## src/tfp_pkg.sv

```systemverilog
// Shared types, constants and the byte-wide CRC-32 step for the frame parser.
package tfp_pkg;

	localparam logic [31:0] CRC_POLY    = 32'hEDB8_8320;
	localparam logic [31:0] CRC_INIT    = 32'hFFFF_FFFF;
	localparam logic [5:0]  FRAME_LEN   = 6'd53;
	localparam logic [5:0]  PAYLOAD_LEN = 6'd49;
	localparam logic [5:0]  COUNT_MAX   = 6'd63;
	localparam logic [5:0]  SEQ_START   = 6'd4;
	localparam logic [5:0]  TIME_START  = 6'd8;
	localparam logic [5:0]  MEAS_START  = 6'd16;
	localparam logic [5:0]  SUN_POS     = 6'd48;
	localparam int          NUM_MEAS    = 4;

	typedef enum logic [1:0] {
		ST_OK  = 2'd0,
		ST_LEN = 2'd1,
		ST_CRC = 2'd2
	} status_t;

	typedef struct packed {
		status_t     status;
		logic [31:0] satellite_id;
		logic [31:0] sequence_number;
		logic [63:0] timestamp;
		logic [63:0] battery_bits;
		logic [63:0] temperature_bits;
		logic [63:0] altitude_bits;
		logic [63:0] velocity_bits;
		logic        in_sunlight;
		logic [31:0] received_crc;
	} result_t;

	// Reflected CRC-32 over one byte, LSB first.
	function automatic logic [31:0] crc_byte(input logic [31:0] c_in, input logic [7:0] b);
		logic [31:0] c;
		c = c_in ^ {24'd0, b};
		for (int k = 0; k < 8; k++) begin
			if (c[0]) begin
				c = (c >> 1) ^ CRC_POLY;
			end else begin
				c = c >> 1;
			end
		end
		return c;
	endfunction

endpackage

```

## src/tfp_gather.sv

```systemverilog
// Byte counter, CRC accumulator and field capture; forms the frame result.
module tfp_gather import tfp_pkg::*; (
	input  logic          clk,
	input  logic          arst_n,
	input  logic          accept,
	input  logic [7:0]    data_byte,
	input  logic          last_byte,
	output result_t       res
);

	logic [5:0]  count_q;
	logic [31:0] crc_q;
	logic [31:0] id_q;
	logic [31:0] seq_q;
	logic [63:0] time_q;
	logic [63:0] meas_q [NUM_MEAS];
	logic        sun_q;
	logic [31:0] rx_crc_q;

	logic [5:0]  meas_off;
	logic [1:0]  meas_idx;
	logic [31:0] rx_crc_n;

	assign meas_off = count_q - MEAS_START;
	assign meas_idx = meas_off[4:3];
	// received CRC including this byte, used when the frame ends here
	assign rx_crc_n = {rx_crc_q[23:0], data_byte};

	always_ff @(posedge clk or negedge arst_n) begin
		if (!arst_n) begin
			count_q  <= '0;
			crc_q    <= CRC_INIT;
			id_q     <= '0;
			seq_q    <= '0;
			time_q   <= '0;
			sun_q    <= 1'b0;
			rx_crc_q <= '0;
			for (int i = 0; i < NUM_MEAS; i++) begin
				meas_q[i] <= '0;
			end
		end else if (accept) begin
			if (last_byte) begin
				count_q  <= '0;
				crc_q    <= CRC_INIT;
				id_q     <= '0;
				seq_q    <= '0;
				time_q   <= '0;
				sun_q    <= 1'b0;
				rx_crc_q <= '0;
				for (int i = 0; i < NUM_MEAS; i++) begin
					meas_q[i] <= '0;
				end
			end else begin
				if (count_q != COUNT_MAX) begin
					count_q <= count_q + 6'd1;
				end
				if (count_q < PAYLOAD_LEN) begin
					crc_q <= crc_byte(crc_q, data_byte);
				end
				if (count_q < SEQ_START) begin
					id_q <= {id_q[23:0], data_byte};
				end else if (count_q < TIME_START) begin
					seq_q <= {seq_q[23:0], data_byte};
				end else if (count_q < MEAS_START) begin
					time_q <= {time_q[55:0], data_byte};
				end else if (count_q < SUN_POS) begin
					meas_q[meas_idx] <= {meas_q[meas_idx][55:0], data_byte};
				end else if (count_q == SUN_POS) begin
					sun_q <= (data_byte != 8'd0);
				end else if (count_q < FRAME_LEN) begin
					rx_crc_q <= rx_crc_n;
				end
			end
		end
	end

	// A correct frame ends on byte 52; the CRC covers only bytes 0..48,
	// so crc_q is final by then.
	always_comb begin
		res = '0;
		if (count_q != FRAME_LEN - 6'd1) begin
			res.status = ST_LEN;
		end else begin
			res.status           = ((crc_q ^ CRC_INIT) == rx_crc_n) ? ST_OK : ST_CRC;
			res.satellite_id     = id_q;
			res.sequence_number  = seq_q;
			res.timestamp        = time_q;
			res.battery_bits     = meas_q[0];
			res.temperature_bits = meas_q[1];
			res.altitude_bits    = meas_q[2];
			res.velocity_bits    = meas_q[3];
			res.in_sunlight      = sun_q;
			res.received_crc     = rx_crc_n;
		end
	end

endmodule

```

## src/tfp_out_reg.sv

```systemverilog
// Result register with valid/ready handshake.
module tfp_out_reg import tfp_pkg::*; (
	input  logic    clk,
	input  logic    arst_n,
	input  logic    load,
	input  result_t res_in,
	input  logic    out_ready,
	output logic    out_valid,
	output logic    free,
	output result_t res_out
);

	logic    valid_q;
	result_t res_q;

	assign free      = !valid_q || out_ready;
	assign out_valid = valid_q;
	assign res_out   = res_q;

	always_ff @(posedge clk or negedge arst_n) begin
		if (!arst_n) begin
			valid_q <= 1'b0;
		end else if (load) begin
			valid_q <= 1'b1;
		end else if (out_ready) begin
			valid_q <= 1'b0;
		end
	end

	always_ff @(posedge clk) begin
		if (load) begin
			res_q <= res_in;
		end
	end

endmodule

```

## src/telemetry_frame_parser_crc32.sv

```systemverilog
// Top level of the fixed 53-byte telemetry frame parser with CRC-32 check.
//
//  channel | direction | handshake            | payload
//  --------+-----------+----------------------+---------------------------------
//  in      | sink      | in_valid / in_ready  | data_byte, last_byte
//  out     | source    | out_valid / out_ready| status and the nine frame fields
//
// One byte per cycle while in_ready is high: the byte-wide CRC step and the field
// shift feed the capture registers, the CRC compare sits between them and the
// result register, and out_valid rises in the cycle after the last byte. in_ready drops
// only while a result is held and out_ready is low. Reset (arst_n low) clears the
// byte count, the CRC to all ones, every gathered field and the result valid flag.
module telemetry_frame_parser_crc32 import tfp_pkg::*; (
	input  logic        clk,
	input  logic        arst_n,
	input  logic        in_valid,
	output logic        in_ready,
	input  logic [7:0]  data_byte,
	input  logic        last_byte,
	output logic        out_valid,
	input  logic        out_ready,
	output logic [1:0]  status,
	output logic [31:0] satellite_id,
	output logic [31:0] sequence_number,
	output logic [63:0] timestamp,
	output logic [63:0] battery_bits,
	output logic [63:0] temperature_bits,
	output logic [63:0] altitude_bits,
	output logic [63:0] velocity_bits,
	output logic        in_sunlight,
	output logic [31:0] received_crc
);

	logic    in_acc;
	logic    out_free;
	result_t frame_res;
	result_t res_q;

	// bytes stall whenever a held result is not being taken this cycle
	assign in_ready = out_free;
	assign in_acc   = in_valid && in_ready;

	tfp_gather u_gather (
		.clk       (clk),
		.arst_n    (arst_n),
		.accept    (in_acc),
		.data_byte (data_byte),
		.last_byte (last_byte),
		.res       (frame_res)
	);

	// a result is produced only by the final word of a frame
	tfp_out_reg u_out (
		.clk       (clk),
		.arst_n    (arst_n),
		.load      (in_acc && last_byte),
		.res_in    (frame_res),
		.out_ready (out_ready),
		.out_valid (out_valid),
		.free      (out_free),
		.res_out   (res_q)
	);

	assign status           = res_q.status;
	assign satellite_id     = res_q.satellite_id;
	assign sequence_number  = res_q.sequence_number;
	assign timestamp        = res_q.timestamp;
	assign battery_bits     = res_q.battery_bits;
	assign temperature_bits = res_q.temperature_bits;
	assign altitude_bits    = res_q.altitude_bits;
	assign velocity_bits    = res_q.velocity_bits;
	assign in_sunlight      = res_q.in_sunlight;
	assign received_crc     = res_q.received_crc;

	// final word always yields a result on the next cycle
	a_last_gives_result: assert property (@(posedge clk) disable iff (!arst_n)
		in_acc && last_byte |=> out_valid)
		else $error("final word did not produce a result");

	// a non-final word never raises a fresh result
	a_no_spurious: assert property (@(posedge clk) disable iff (!arst_n)
		in_acc && !last_byte && (!out_valid || out_ready) |=> !out_valid)
		else $error("result appeared without a final word");

	// status code 3 is never produced
	a_status_code: assert property (@(posedge clk) disable iff (!arst_n)
		out_valid |-> (status == ST_OK || status == ST_LEN || status == ST_CRC))
		else $error("illegal status code");

	// wrong length clears every field
	a_len_zero: assert property (@(posedge clk) disable iff (!arst_n)
		out_valid && status == ST_LEN |-> satellite_id == 32'd0 &&
		received_crc == 32'd0 && !in_sunlight && timestamp == 64'd0)
		else $error("length error result carries field data");

endmodule
```

## config.mk

```make
export PLATFORM = sky130hd
export DESIGN_NAME = telemetry_frame_parser_crc32
export DESIGN_NICKNAME = d
export VERILOG_FILES = /design/src/tfp_pkg.sv /design/src/tfp_gather.sv /design/src/tfp_out_reg.sv /design/src/telemetry_frame_parser_crc32.sv
export SDC_FILE = /design/constraint.sdc
export NUM_CORES = 1
export LEC_CHECK = 0
export BUFFER_PORTS_ARGS = -buffer_cell sky130_fd_sc_hd__buf_2
export CAP_MARGIN = 20
export CORE_MARGIN = 2
export CORE_UTILIZATION = 35
export DETAILED_ROUTE_END_ITERATION = 6
export GPL_TIMING_DRIVEN = 0
export HOLD_SLACK_MARGIN = 0.15
export PLACE_DENSITY = 0.62
export SYNTH_ARGS = -nofsm -noshare
export SYNTH_HDL_FRONTEND = slang
export SYNTH_SLANG_ARGS = --single-unit
```

## constraint.sdc

```tcl
create_clock -name clk -period 25.6 [get_ports clk]
set_clock_uncertainty 0.15 [all_clocks]
set_input_delay 1.28 -clock clk [delete_from_list [all_inputs] [get_ports clk]]
set_output_delay 1.28 -clock clk [all_outputs]
set_load 0.01 [all_outputs]
```

# Word level (Yosys, flattened, before mapping)
# Index checks and enable logic that the tools add are counted.
# classes
addsub	2
magnitude_cmp	8
eq_ne	9
muxes	69
n_bitwise	11
reduce_logical	23
# op_table
op	n
2-to-1 mux 256 bit	5
2-to-1 mux 32 bit	36
2-to-1 mux 64 bit	5
bitwise mux 256 bit	1
2-to-1 mux 24 bit	7
binary-select mux 64 bit (select 2 bit)	1
demux 64 bit (select 2 bit)	1
2-to-1 mux 56 bit	2
NOT 13 -> 14 bit	8
equality test 32 bit	1
NOT 32 bit	1
XOR 32 x 8 -> 32 bit	1
< comparator 6 bit (second input constant)	3
nonzero test 2 bit	9
2-to-1 mux 6 bit	2
inequality test 6 bit (second input constant)	2
inequality test 2 bit (second input constant)	5
2-to-1 mux 1 bit	8
nonzero test 8 bit	1
AND reduction 7 bit	1
adder 6 x 1 -> 6 bit (second input constant)	1
equality test 6 bit (second input constant)	1
< comparator 6 x 3 -> 1 bit (second input constant)	1
< comparator 6 x 4 -> 1 bit (second input constant)	1
14 further kinds	18
# word_totals
ff_bits	867
input_bits	13
out_inout_bits	421

# Longest topological paths before layout
# depth
ltp_word	40
depth_mapped	8
depth_no_buf	6

# By module
# From an unflattened synthesis, not the netlist that was laid out.
# hier_totals
hier_cells	2200
area_unflattened_um2	34235.3
# modules_own_cells
module	instances	cells_each	area_each_um2	seq_area_each_um2
tfp_gather	1	1776	21593.2	11225.8
tfp_out_reg	1	422	12629.6	12607.1
telemetry_frame_parser_crc32	1	2	12.5	0.0

# Worst setup path before layout
# Ideal clock, no wire load.
# synth_path
kind	input to register
from	input out_ready
to	register, netlist name u_out.res_out[0]
setup_ns	1.218
arrival_ns	19.245
t_required_ns	24.232
slack_ns	4.987
path_stages	4
path_cell_list	nand2b_1 buf_2 nand2_1 nor2_1
# synth_between
elab_chain_len	3
# synth_lines
element	line	text
from (decl)	telemetry_frame_parser_crc32.sv:21	input logic out_ready,
logical OR 1 bit	tfp_out_reg.sv:16	assign free = !valid_q || out_ready;
net in_ready	telemetry_frame_parser_crc32.sv:17	output logic in_ready,
logical AND 1 bit	telemetry_frame_parser_crc32.sv:41	assign in_acc = in_valid && in_ready;
logical AND 1 bit	telemetry_frame_parser_crc32.sv:56	.load (in_acc && last_byte),
net u_out.load	tfp_out_reg.sv:5	input logic load,
# The timed path passes the listed nets, and every way through them passes these cells.
# A chain may end at the register's enable or synchronous reset.

# Worst setup path after layout
# layout_path
from	register u_gather.count_q[3]
to	register, netlist name u_out.res_out[352]
# layout_between
elab_chain_len	1
# layout_lines
element	line	text
from (decl)	tfp_gather.sv:11	logic [5:0] count_q;
from (signal assigned)	tfp_gather.sv:55	count_q <= count_q + 6'd1;
inequality test 6 bit	tfp_gather.sv:81	if (count_q != FRAME_LEN - 6'd1) begin
# No other way between the ends.

==> results.json <==
{
  "clock_latency_ps": 690,
  "gp_congestion": 0.884,
  "io_pins": 434,
  "die_y_um": 319,
  "synthArstFlopShare_pct": 51.7,
  "critPathArrivalTime_ps": 4080,
  "powerDensity_nw_per_um2": 81.8,
  "synthDistinctLibCells": 52,
  "synthCells": 2394,
  "wl_per_cell_um": 25.3,
  "synth_edf_count": 419,
  "rsz0062_at_grt": "false",
  "grt_use_met1_pct": 28.7,
  "h-tree-depth": 3,
  "detailedPlace.worstSlack_ps": 21570,
  "ys_ff_latch": 867,
  "hold_viol": 0,
  "crit_path_start_kind": "flop",
  "r2r_setup_slack_ps": 21900,
  "cts_hold_buffers": 0,
  "top_usage_layer": "met2",
  "ir_drop_uv": 52.7,
  "syn2layout_area_growth_pct": 21.2,
  "status": "finished, final reports clean",
  "fillers": 8956,
  "period_share_pct": 14.5,
  "clock-root-buffer": "clkbuf_16",
  "initial_core_util_pct": 35.3,
  "cts_buffers": 92,
  "postLayoutCoreUtil_pct": 42.8,
  "routed-via-count": 23200,
  "worst_pin_slew_ps": 1070,
  "grt.met2_usage_pct": 33.6,
  "power_leakage_nw": 18.9,
  "rows": 115,
  "wl_um": 109000,
  "final_cell_mix": "461 x buf_2, 419 x edfxtp_1, 416 x dfrtp_1",
  "clock_path_buffers": 3,
  "met3_usage_pct": 3.89,
  "ant_nets": 0,
  "layout-drive-gt1-share_pct": 24.8,
  "yosys_warnings": 0,
  "first_iter_violations": 2131,
  "fin_ws_ps": 21900,
  "relSlewSlack_pct": 28.9,
  "die_w_um": 319,
  "synthFlopType": "edfxtp_1",
  "crit_path_end_kind": "flop",
  "total_power_mw": 3.44,
  "clock_sinks": 867,
  "crit_fanout": 10,
  "critPathRequiredTime_ps": 25970,
  "path_class": "reg2reg",
  "cts_tree": "yes",
  "post-dp-hpwl_um": 79100,
  "cts_resized": 0,
  "firstDrtPassIters": 6,
  "antenna_found_initial": 6,
  "viasPerCell": 5.38,
  "ys_seq_area_share_pct": 68.7,
  "grt_pass1_vias": 23000,
  "min_period_ps": 3700,
  "dieArea_sq_um": 102000,
  "synth_area_per_cell_sq_um": 14.5,
  "port_buffers": 425,
  "cts.clk_slew.worst_paths_ps": 60,
  "syn_area_sq_um": 34700,
  "setup_violations": 0,
  "coreArea_sq_um": 98300,
  "grt_max_degree": 113,
  "grt_overflow_total": 0,
  "drc": 0,
  "hold_class": "reg2reg",
  "layout.nets": 2951,
  "cap_viol_max_count": 0,
  "max_freq_ghz": 0.270,
  "synth_fp_nets": 2410,
  "post_cts_buffers": 0,
  "grt_pass1_wl_um": 158000,
  "grt_use_total_pct": 21.1,
  "slew_violations": 0,
  "final_common_cell": "buf_2"
}
## flip-flops by register name, indices dropped and copies added, names as in the netlist
name	cells
u_gather.count_q	6
u_gather.crc_q	32
u_gather.id_q	32
u_gather.meas_q	256
u_gather.rx_crc_q	24
u_gather.seq_q	32
u_gather.sun_q	1
u_gather.time_q	64
u_out.out_valid	1
u_out.res_out	419
## logic make-up (layout without fill, tap and decap cells)
kind of cell             Yosys count  count (layout)  synth area share [%]
AO/OA/AOI/OAI                    479             479                  10.5
XOR/XNOR                          89              89                  3.64
adder cells (fa/ha/maj)            3               3                 0.108
buffers and inverters            243             864                  2.82
flip-flops                       867             867                  68.7
multiplexers                      64              64                  3.87
other                              0               3                     0
AND/OR/NAND/NOR                  649             649                  10.3
## area by class of cell
cell class | count | area, sq um | area share (%)
inverter | 23 | 88.8 | 0.211
buffer | 220 | 887 | 2.11
timing repair buffer | 447 | 2600 | 6.19
clock buffer | 130 | 2640 | 6.28
sequential | 867 | 23800 | 56.7
multi-input combinational | 1284 | 9880 | 23.5
clock inverter | 44 | 470 | 1.12
tap | 1287 | 1610 | 3.83
antenna | 3 | 7.51 | 0.0179
## metrics by stage
stage	hold slack, ps	instances	instance area, sq um	setup TNS (ps)
final	330	4305	42000	0
after floorplan	292	2394	34700	0
after detailed placement	316	4128	38900	0
after CTS	330	4302	42000	0
after global placement	312	4106	38400	-1360920
after global routing	373	4303	42000	0
## report_power, final
part | internal (mW) | leakage (nW) | switching [mW] | total, mW
Clock | 0.787 | 1.51 | 0.577 | 1.36
Combinational | 0.222 | 7.31 | 0.251 | 0.474
Sequential | 1.54 | 10.1 | 0.0600 | 1.60
## cell usage after synthesis, drive strengths merged (32+ instances only)
cell | number | share of area (%)
a21oi | 34 | 0.49
buf | 57 | 0.79
clkbuf | 163 | 1.8
a22o | 304 | 7.7
mux4 | 56 | 3.6
nand2 | 152 | 1.6
edfxtp | 419 | 36
and3 | 406 | 7.3
dfrtp | 416 | 30
xnor2 | 38 | 1.5
o21ai | 105 | 1.5
nor2 | 55 | 0.60
dfstp | 32 | 2.4
## metal layers
layer	vias up	wire (um)
met4	8	3990
met1	11900	46400
met2	896	51400
met3	209	7040
met5	-	47
li1	10100	-
## critical path, cell delays in order, from the launching register on
cell and delay, ps:
dfrtp_1 420, buf_2 280, buf_2 340, nor3b_2 890
buf_2 490, clkbuf_1 590, and3_1 350
## path summary, 6_finish.rpt
check                                                   end  cells past startpoint                             from
max                        u_out.res_out[352]$_SDFFCE_PP0P_                      6  u_gather.count_q[3]$_DFFE_PN0P_
min                         u_gather.time_q[61]$_DFFE_PN0P_                      2  u_gather.time_q[61]$_DFFE_PN0P_
max reg2reg                u_out.res_out[352]$_SDFFCE_PP0P_                      6  u_gather.count_q[3]$_DFFE_PN0P_
min reg2reg                 u_gather.time_q[61]$_DFFE_PN0P_                      2  u_gather.time_q[61]$_DFFE_PN0P_
max in group asynchronous     u_gather.id_q[27]$_DFFE_PN0P_                      3                           arst_n
min in group asynchronous   u_gather.meas_q[13]$_DFFE_PN0P_                      1                           arst_n
(Power assumes the default switching activity.)
